### src/cop_pkg.sv
// ----------------------------------------------------------------------------
// cop_pkg: shared types, constants and tables for the compass offset block
// Holds the sine magnitude table, the quantized cosine ROM contents and the
// fixed-point constants used by the pipeline stages.
// ----------------------------------------------------------------------------
package cop_pkg;

	// cosine table resolution over 0..90 degrees
	localparam int COS_TABLE_BITS = 10;
	localparam int CT_N = (1 << COS_TABLE_BITS) + 1;
	localparam int IDXW = COS_TABLE_BITS + 1;
	localparam int CTW = 16;

	localparam int LAT_LIMIT = 9000;
	localparam int LON_LIMIT = 18000;

	// north part: round(d*100*cmag / (69*32768))
	localparam int DSW = 25;
	localparam int NPW = 33;
	localparam longint unsigned NDEN = 64'd4521984;
	localparam longint unsigned NHALF = 64'd2260992;
	localparam int NK = 33;
	localparam int NMW = 11;
	localparam longint unsigned NM = (64'd1 << NK) / NDEN;
	localparam int NQW = 11;

	// cosine index: round(|s| * 2^B / 18000)
	localparam int AW = 15;
	localparam int XW = AW + COS_TABLE_BITS;
	localparam int IMW = XW - 14;
	localparam longint unsigned IDIV = 64'd18000;
	localparam longint unsigned IM = (64'd1 << XW) / IDIV;

	// east part divider
	localparam int LNW = 33;
	localparam int LDW = 23;
	localparam int QW = 17;
	localparam int RW = LDW + QW;

	localparam longint unsigned HALF_PI_Q30 = 64'd1686629713;

	typedef logic [CTW-1:0] cos_rom_t [CT_N];

	// east-side payload that rides along the pipe
	typedef struct packed {
		logic signed [15:0] lon;
		logic [DSW-1:0] ds;
		logic east_neg;
		logic no_east;
	} east_t;

	// clamped latitude result
	typedef struct packed {
		logic signed [14:0] lat;
		logic flag;
	} latr_t;

	// magnitude of the Q1.15 sine of compass point k
	function automatic logic [14:0] sin_mag(input logic [3:0] k);
		logic [14:0] m;
		case (k[2:0])
			3'd0: m = k[3] ? 15'd0 : 15'd0;
			3'd1: m = 15'd12540;
			3'd2: m = 15'd23170;
			3'd3: m = 15'd30274;
			3'd4: m = 15'd32767;
			3'd5: m = 15'd30274;
			3'd6: m = 15'd23170;
			3'd7: m = 15'd12540;
			default: m = 15'd0;
		endcase
		return m;
	endfunction

	// sine of compass point k is negative
	function automatic logic sin_neg(input logic [3:0] k);
		return k[3] && (k[2:0] != 3'd0);
	endfunction

	// cosine table by a Q30 series to x^12, rounded to Q15
	// series terms divide by (2k-1)*2k: 2, 12, 30, 56, 90, 132
	function automatic cos_rom_t build_cos();
		cos_rom_t t;
		logic [63:0] x;
		logic [63:0] x2;
		logic [63:0] term;
		longint sum;
		for (int i = 0; i < CT_N; i++) begin
			x = (64'(i) * HALF_PI_Q30) >> COS_TABLE_BITS;
			x2 = (x * x) >> 30;
			term = 64'd1 << 30;
			sum = longint'(term);
			term = ((term * x2) >> 30) / 64'd2;
			sum = sum - longint'(term);
			term = ((term * x2) >> 30) / 64'd12;
			sum = sum + longint'(term);
			term = ((term * x2) >> 30) / 64'd30;
			sum = sum - longint'(term);
			term = ((term * x2) >> 30) / 64'd56;
			sum = sum + longint'(term);
			term = ((term * x2) >> 30) / 64'd90;
			sum = sum - longint'(term);
			term = ((term * x2) >> 30) / 64'd132;
			sum = sum + longint'(term);
			if (sum < 0) begin
				sum = 0;
			end
			if (sum > (longint'(1) << 30)) begin
				sum = longint'(1) << 30;
			end
			t[i] = CTW'((64'(sum) + 64'd16384) >> 15);
		end
		return t;
	endfunction

	localparam cos_rom_t COS_ROM = build_cos();

endpackage

### src/cop_north.sv
// ----------------------------------------------------------------------------
// cop_north: north part of the move
// Three stages: distance times sine magnitudes, reciprocal multiply, then the
// rounding correction and sign.
// ----------------------------------------------------------------------------
module cop_north (
	input  logic clk,
	input  logic arst_n,
	input  logic in_vld,
	input  logic signed [14:0] in_lat,
	input  logic signed [15:0] in_lon,
	input  logic [9:0] in_dist,
	input  logic [3:0] in_dir,
	output logic out_vld,
	output logic signed [14:0] out_lat,
	output logic signed [cop_pkg::NQW:0] out_north,
	output cop_pkg::east_t out_east
);

	localparam int PRW = cop_pkg::NPW + cop_pkg::NMW;

	logic [3:0] cdir;
	logic [14:0] cmag;
	logic [14:0] smag;

	logic v_s1, v_s2, v_s3;
	logic [cop_pkg::DSW-1:0] dc_s1;
	logic nneg_s1, nneg_s2;
	logic signed [14:0] lat_s1, lat_s2, lat_s3;
	cop_pkg::east_t east_s1, east_s2, east_s3;

	logic [cop_pkg::NPW-1:0] p_c;
	logic [PRW-1:0] prod_c;
	logic [cop_pkg::NPW-1:0] p_s2;
	logic [cop_pkg::NQW-1:0] q0_s2;

	logic [cop_pkg::NPW-1:0] r_c;
	logic [cop_pkg::NQW-1:0] mag_c;
	logic signed [cop_pkg::NQW:0] north_s3;

	// stage 1: table lookups and distance products
	assign cdir = in_dir + 4'd4;
	assign cmag = cop_pkg::sin_mag(cdir);
	assign smag = cop_pkg::sin_mag(in_dir);

	// stage 2: rounded numerator and reciprocal product
	assign p_c = cop_pkg::NPW'(dc_s1) * cop_pkg::NPW'(200) + cop_pkg::NPW'(cop_pkg::NHALF);
	assign prod_c = PRW'(p_c) * PRW'(cop_pkg::NM);

	// stage 3: one-step correction
	assign r_c = p_s2 - cop_pkg::NPW'(q0_s2) * cop_pkg::NPW'(cop_pkg::NDEN);
	assign mag_c = q0_s2 + cop_pkg::NQW'(r_c >= cop_pkg::NPW'(cop_pkg::NDEN));

	always_ff @(posedge clk or negedge arst_n) begin
		if (!arst_n) begin
			v_s1 <= 1'b0;
			v_s2 <= 1'b0;
			v_s3 <= 1'b0;
		end else begin
			v_s1 <= in_vld;
			v_s2 <= v_s1;
			v_s3 <= v_s2;
		end
	end

	always_ff @(posedge clk) begin
		dc_s1 <= cop_pkg::DSW'(in_dist) * cop_pkg::DSW'(cmag);
		nneg_s1 <= cop_pkg::sin_neg(cdir);
		lat_s1 <= in_lat;
		east_s1.lon <= in_lon;
		east_s1.ds <= cop_pkg::DSW'(in_dist) * cop_pkg::DSW'(smag);
		east_s1.east_neg <= cop_pkg::sin_neg(in_dir);
		east_s1.no_east <= (in_dist == 10'd0) || (smag == 15'd0);

		p_s2 <= p_c;
		q0_s2 <= cop_pkg::NQW'(prod_c >> cop_pkg::NK);
		nneg_s2 <= nneg_s1;
		lat_s2 <= lat_s1;
		east_s2 <= east_s1;

		north_s3 <= nneg_s2 ? -$signed({1'b0, mag_c}) : $signed({1'b0, mag_c});
		lat_s3 <= lat_s2;
		east_s3 <= east_s2;
	end

	assign out_vld = v_s3;
	assign out_lat = lat_s3;
	assign out_north = north_s3;
	assign out_east = east_s3;

endmodule

### config.mk
export PLATFORM = sky130hd
export DESIGN_NAME = cop_north
export DESIGN_NICKNAME = d
export VERILOG_FILES = /design/src/cop_pkg.sv /design/src/cop_north.sv
export SDC_FILE = /design/constraint.sdc
export NUM_CORES = 1
export LEC_CHECK = 0
export BUFFER_PORTS_ARGS = -buffer_cell sky130_fd_sc_hd__buf_2
export CAP_MARGIN = 20
export CORE_MARGIN = 5
export CORE_UTILIZATION = 65
export CTS_CLUSTER_DIAMETER = 80
export DETAILED_ROUTE_END_ITERATION = 7
export MAX_ROUTING_LAYER = met4
export PLACE_DENSITY_LB_ADDON = 0.08
export SLEW_MARGIN = 25
export SYNTH_ARGS = -nofsm -noshare
export SYNTH_HDL_FRONTEND = slang
export SYNTH_SLANG_ARGS = --single-unit
### constraint.sdc
create_clock -name clk -period 25 [get_ports clk]
set_input_delay 5 -clock clk [delete_from_list [all_inputs] [get_ports clk]]
set_output_delay 5 -clock clk [all_outputs]
set_load 0.02 [all_outputs]
==> Yosys cells after proc, flatten, opt, wreduce, memory -nomap -nowiden <==
Index checks and enable logic that the tools add are counted.
{ "totals": {"word_cells": 68, "register_bits": 260} }
{ "classes": {"muxes": 3, "n_mul": 5, "eq_ne": 14, "order_cmp": 1, "n_reduce_logical": 15, "n_addsub": 5} }
{ "op_table": {"columns": ["cell", "count"], "rows": [
  ["15-bit case mux with 5 select lines", 2],
  ["10-bit by 15-bit multiplier with 25-bit output", 2],
  ["33-bit by 11-bit multiplier with 44-bit output (second input constant)", 1],
  ["33-bit by 22-bit adder with 33-bit output (second input constant)", 1],
  ["33-bit by 23-bit greater-or-equal comparator with 1-bit output (second input constant)", 1],
  ["33-bit subtractor", 1],
  ["25-bit by 5-bit multiplier with 30-bit output (second input constant)", 1],
  ["3-bit == test (second input constant)", 8],
  ["11-bit by 7-bit multiplier with 17-bit output (second input constant)", 1],
  ["15-bit zero test", 1],
  ["3-bit by 2-bit == test with 1-bit output (second input constant)", 4],
  ["11-bit negator with 12-bit output", 1],
  ["2-bit OR reduction", 6],
  ["11-bit by 1-bit adder with 11-bit output", 1],
  ["11-bit two-way mux", 1],
  ["10-bit zero test", 1],
  ["3-bit by 1-bit == test with 1-bit output (second input constant)", 2],
  ["3-bit zero test", 2],
  ["3-bit nonzero test", 2],
  ["4-bit by 3-bit adder with 4-bit output (second input constant)", 1],
  ["1-bit logical AND", 2],
  ["1-bit logical OR", 1]
]} }

==> Logic depth before layout (Yosys ltp) <==
{ "depth": {"ltp_word": 6, "ltp_mapped": 38} }

==> Worst setup path after synthesis <==
OpenSTA, ideal clock, no wires.
{ "synth_timing": {"path_type": "in2reg", "start": "input port in_dir[1]", "end": "register dc_s1[23] in the netlist's numbering", "required_time_ns": 24.928, "t_arrival_ns": 10.751, "slack_ns": 14.177, "stages": 24, "path_cell_list": "clkbuf_1 > nand2b_1 > nand3_1 > o21ai_0 > clkbuf_1 > nor3_1 > fa_1 > inv_1 > fa_1 > fa_1 > inv_1 > fa_1 > fa_1 > ha_1 > a21o_1 > a21o_1 > a21o_1 > nor2b_1 > a21oi_1 > o31ai_1 > o41ai_1 > o21ai_0 > a21oi_1 > xnor2_1"} }
{ "synth_via": {"elab_chain_len": 5} }
{ "synth_lines": {"columns": ["element", "line", "text"], "rows": [
  ["start: declaration", "cop_north.sv:13", "input logic [3:0] in_dir,"],
  ["4-bit by 3-bit adder with 4-bit output (*)", "cop_north.sv:42", "assign cdir = in_dir + 4'd4;"],
  ["3-bit == test (tied with other cells)", "cop_pkg.sv:61", "case (k[2:0])"],
  ["2-bit OR reduction (no source line)", null, null],
  ["15-bit case mux with 5 select lines (*)", "cop_pkg.sv:61", null],
  ["10-bit by 15-bit multiplier with 25-bit output (*)", "cop_north.sv:67", "dc_s1 <= cop_pkg::DSW'(in_dist) * cop_pkg::DSW'(cmag);"],
  ["end signal: assignment", "cop_north.sv:67", null],
  ["end: declaration", "cop_north.sv:27", "logic [cop_pkg::DSW-1:0] dc_s1;"]
]} }
Mark *: on every way between the ends. The rest lies on a longest branch, timed or not.
A chain may end at the register's enable or synchronous reset.

==> Worst setup path after layout <==
{ "layout_timing": {"start": "input port in_dir[1]", "end": "register east_s1[25] in the netlist's numbering"} }
{ "layout_via": {"elab_chain_len": 4} }
{ "layout_lines": {"columns": ["element", "line", "text"], "rows": [
  ["3-bit == test (tied with other cells)", "cop_pkg.sv:61", null],
  ["2-bit OR reduction (no source line)", null, null],
  ["15-bit case mux with 5 select lines (*)", "cop_pkg.sv:61", null],
  ["10-bit by 15-bit multiplier with 25-bit output (*)", "cop_north.sv:71", "east_s1.ds <= cop_pkg::DSW'(in_dist) * cop_pkg::DSW'(smag);"],
  ["end: declaration", "cop_north.sv:30", "cop_pkg::east_t east_s1, east_s2, east_s3;"]
]} }
Marks and branches as above.

==> impl_metrics.py <==
metrics = {
    "run_status": {
        "status": "finished clean",
    },
    "worst_setup_path": {
        "startpoint_type": "input pin",
        "cp.arrival_ps": 11670,
        "crit_type": "input pin to flop",
        "path_max_fanout": 13,
        "required_ps": 25490,
        "endpoint_kind": "flop",
    },
    "flow_run": {
        "drv_cap": 0,
    },
    "logic_synthesis": {
        "syn_inst": 2515,
        "synthTopCellsByArea": "fa_1 (29%), dfxtp_1 (19%), ha_1 (18%)",
        "ys_warn_count": 0,
        "synth_top_area_cell": "fa_1",
        "avgSynthCellArea_um2": 10.1,
        "syn_area_mm2": 0.0254,
        "syn_nets": 3306,
        "synth.most_common_cell": "inv_1",
        "ys_ff_latch": 244,
        "netlist_top_cells_count": "inv_1 (563), fa_1 (372), ha_1 (371), dfxtp_1 (241), nand2_1 (105)",
        "ys_types": 85,
        "synthFlopType": "dfxtp_1",
        "ys_seq_area_share_pct": 19.3,
        "async_flop_share_pct": 1.23,
        "synth_edf_count": 0,
        "netlist.area_leader.share_pct": 29.3,
    },
    "drt": {
        "wl_per_cell_um": 16.5,
        "num_vias": 16900,
        "postRouteAntennaNets": 0,
        "drt-total-wl_mm": 52.4,
        "drt_iter0_markers": 870,
        "post_drt_via_cell_ratio": 5.34,
        "drc": 0,
        "first_pass_iters": 5,
    },
    "floorplanning": {
        "die_y_um": 208,
        "coreArea_mm2": 0.0386,
        "rows": 72,
        "die-area_mm2": 0.0431,
        "initial_core_util_pct": 65.7,
        "die_w_um": 208,
        "io-pin-count": 119,
    },
    "layout": {
        "areaGrowthSynthToFinish_pct": 8.15,
        "drive_above_1_share_pct": 8.41,
        "num_antenna_cells": 0,
        "fillerInstances": 2960,
        "nNetsFinal": 3424,
    },
    "sta": {
        "fin_setup_tns_ps": 0,
        "max_slew_margin_pct": 36.3,
        "slew_viol_final": 0,
        "period_share_pct": 44.7,
        "tightestPinTransition_ps": 943,
        "finClkSkew_ps": 13.1,
        "setup_viol": 0,
        "hold_viol": 0,
        "fin_crit_ps": 11180,
        "grt_setup_unrepaired": "false",
        "max_freq_mhz": 89.5,
    },
    "placed_design": {
        "gp_congestion": 0.954,
        "post-dp-hpwl_mm": 44.1,
        "place.port_buffers": 118,
    },
    "global_route": {
        "grt_max_degree": 23,
        "grt_usage_pct": 25.8,
        "antenna_found_initial": 0,
        "grt-ovfl-total": 0,
        "grt_pass1_vias": 18700,
        "grt_pass1_wl_mm": 90.0,
    },
    "clock_tree": {
        "insertion_delay_ps": 560,
        "clk_pin_slew_ps": 60,
        "ctsResizeCount": 0,
        "clockBufferDepth": 3,
        "cts_tree": "built",
        "cts_hold_buf": 0,
        "cts_root_buf": "clkbuf_16",
        "cts_setup_buffers": 0,
        "cts_num_sinks": 244,
        "htreeDepth": 1,
        "numCtsBuffers": 27,
    },
    "worst_hold_path": {
        "holdCritPathClass": "flop to flop",
    },
}
[final timing paths]
check,endpoint,from,slack (ps),depth (start not counted)
max,east_s1[25],in_dir[1],13820,23
min,out_east[1],east_s2[1],320,0
max reg2reg,q0_s2[10],dc_s1[2],15260,29
min reg2reg,out_east[1],east_s2[1],320,0
max in group asynchronous,out_vld,arst_n,20680,1
min in group asynchronous,v_s1,arst_n,4220,1
[per-layer routing]
layer | wire length [um] | vias up | GRT usage, %
li1 | - | 8238 | -
met1 | 22700 | 8307 | 32.5
met2 | 26300 | 295 | 45.0
met3 | 2290 | 78 | 3.73
met4 | 1150 | 0 | 5.32
met5 | 0 | - | -
[through the flow]
step	worst slack (ps)	area, um2	instances	hold slack, ps	utilization, %
after floorplan	14180	25400	2515	310	-
after global placement	13470	26500	3122	309	68.6
after detailed placement	13260	26500	3122	312	68.6
after CTS	13830	27400	3171	318	71.0
after global routing	13310	27500	3171	327	71.0
final	13820	27500	3171	321	71.0
[sequential cells by signal (all words and copies together), names as in the netlist, 11 cells and up]
signal and cells:
out_lat 15, out_east 43, lat_s1 15, q0_s2 11
out_north 12, dc_s1 25, east_s2 43, east_s1 43
lat_s2 15, p_s2 17
[final cells by class]
cell class	instances	area, um2	area share, %
Multi-Input combinational cell	1668	18200	66.4
Sequential cell	244	4900	17.8
Inverter	565	2120	7.72
Clock buffer	33	718	2.62
Timing Repair Buffer	127	658	2.40
Tap cell	518	648	2.36
Clock inverter	16	193	0.702
[cells by family after synthesis]
kind of cell	Yosys count	share of synthesized area (%)
AO/OA/AOI/OAI	301	8.19
XOR/XNOR	158	6.15
adder cells (fa/ha/maj)	743	47.6
buffers and inverters	603	9.00
flip-flops	244	19.3
multiplexers	4	0.163
AND/OR/NAND/NOR	462	9.59
[worst max-delay path, cell delays in order]
cell	delay [ps]
buf_2	160
nand2b_1	190
nand3_1	100
o21ai_0	80
buf_4	190
nor2_1	700
nor2b_1	160
fa_1	560
inv_1	50
fa_1	490
fa_1	520
inv_1	50
fa_1	500
fa_1	500
ha_1	390
a21oi_1	280
nor2_1	80
a221oi_1	390
a211oi_1	190
nor4_1	580
o31ai_1	160
a21oi_1	210
xnor2_1	130
[layout by cell type (no fill, tap or decap), types with 11 or more instances in the layout]
| master | synthesis | final |
|---|---|---|
| a211oi_1 | 12 | 12 |
| nor2_1 | 68 | 68 |
| nor2b_1 | 33 | 33 |
| nor3_1 | 31 | 31 |
| nand2b_1 | 23 | 23 |
| a21o_1 | 38 | 38 |
| nand4_1 | 11 | 11 |
| o21a_1 | 19 | 19 |
| clkbuf_16 | 0 | 27 |
| a21oi_1 | 87 | 87 |
| o21ai_0 | 46 | 46 |
| and3_1 | 27 | 27 |
| fa_1 | 372 | 372 |
| nand3_1 | 41 | 41 |
| ha_1 | 371 | 371 |
| dfxtp_1 | 241 | 241 |
| nand2_1 | 105 | 105 |
| xor2_1 | 45 | 43 |
| and2_1 | 84 | 84 |
| buf_2 | 4 | 118 |
| xnor2_1 | 100 | 100 |
| inv_1 | 563 | 563 |
Power is not shown: default switching activity piles up to over one toggle a cycle in this logic, so the estimate is an artifact.
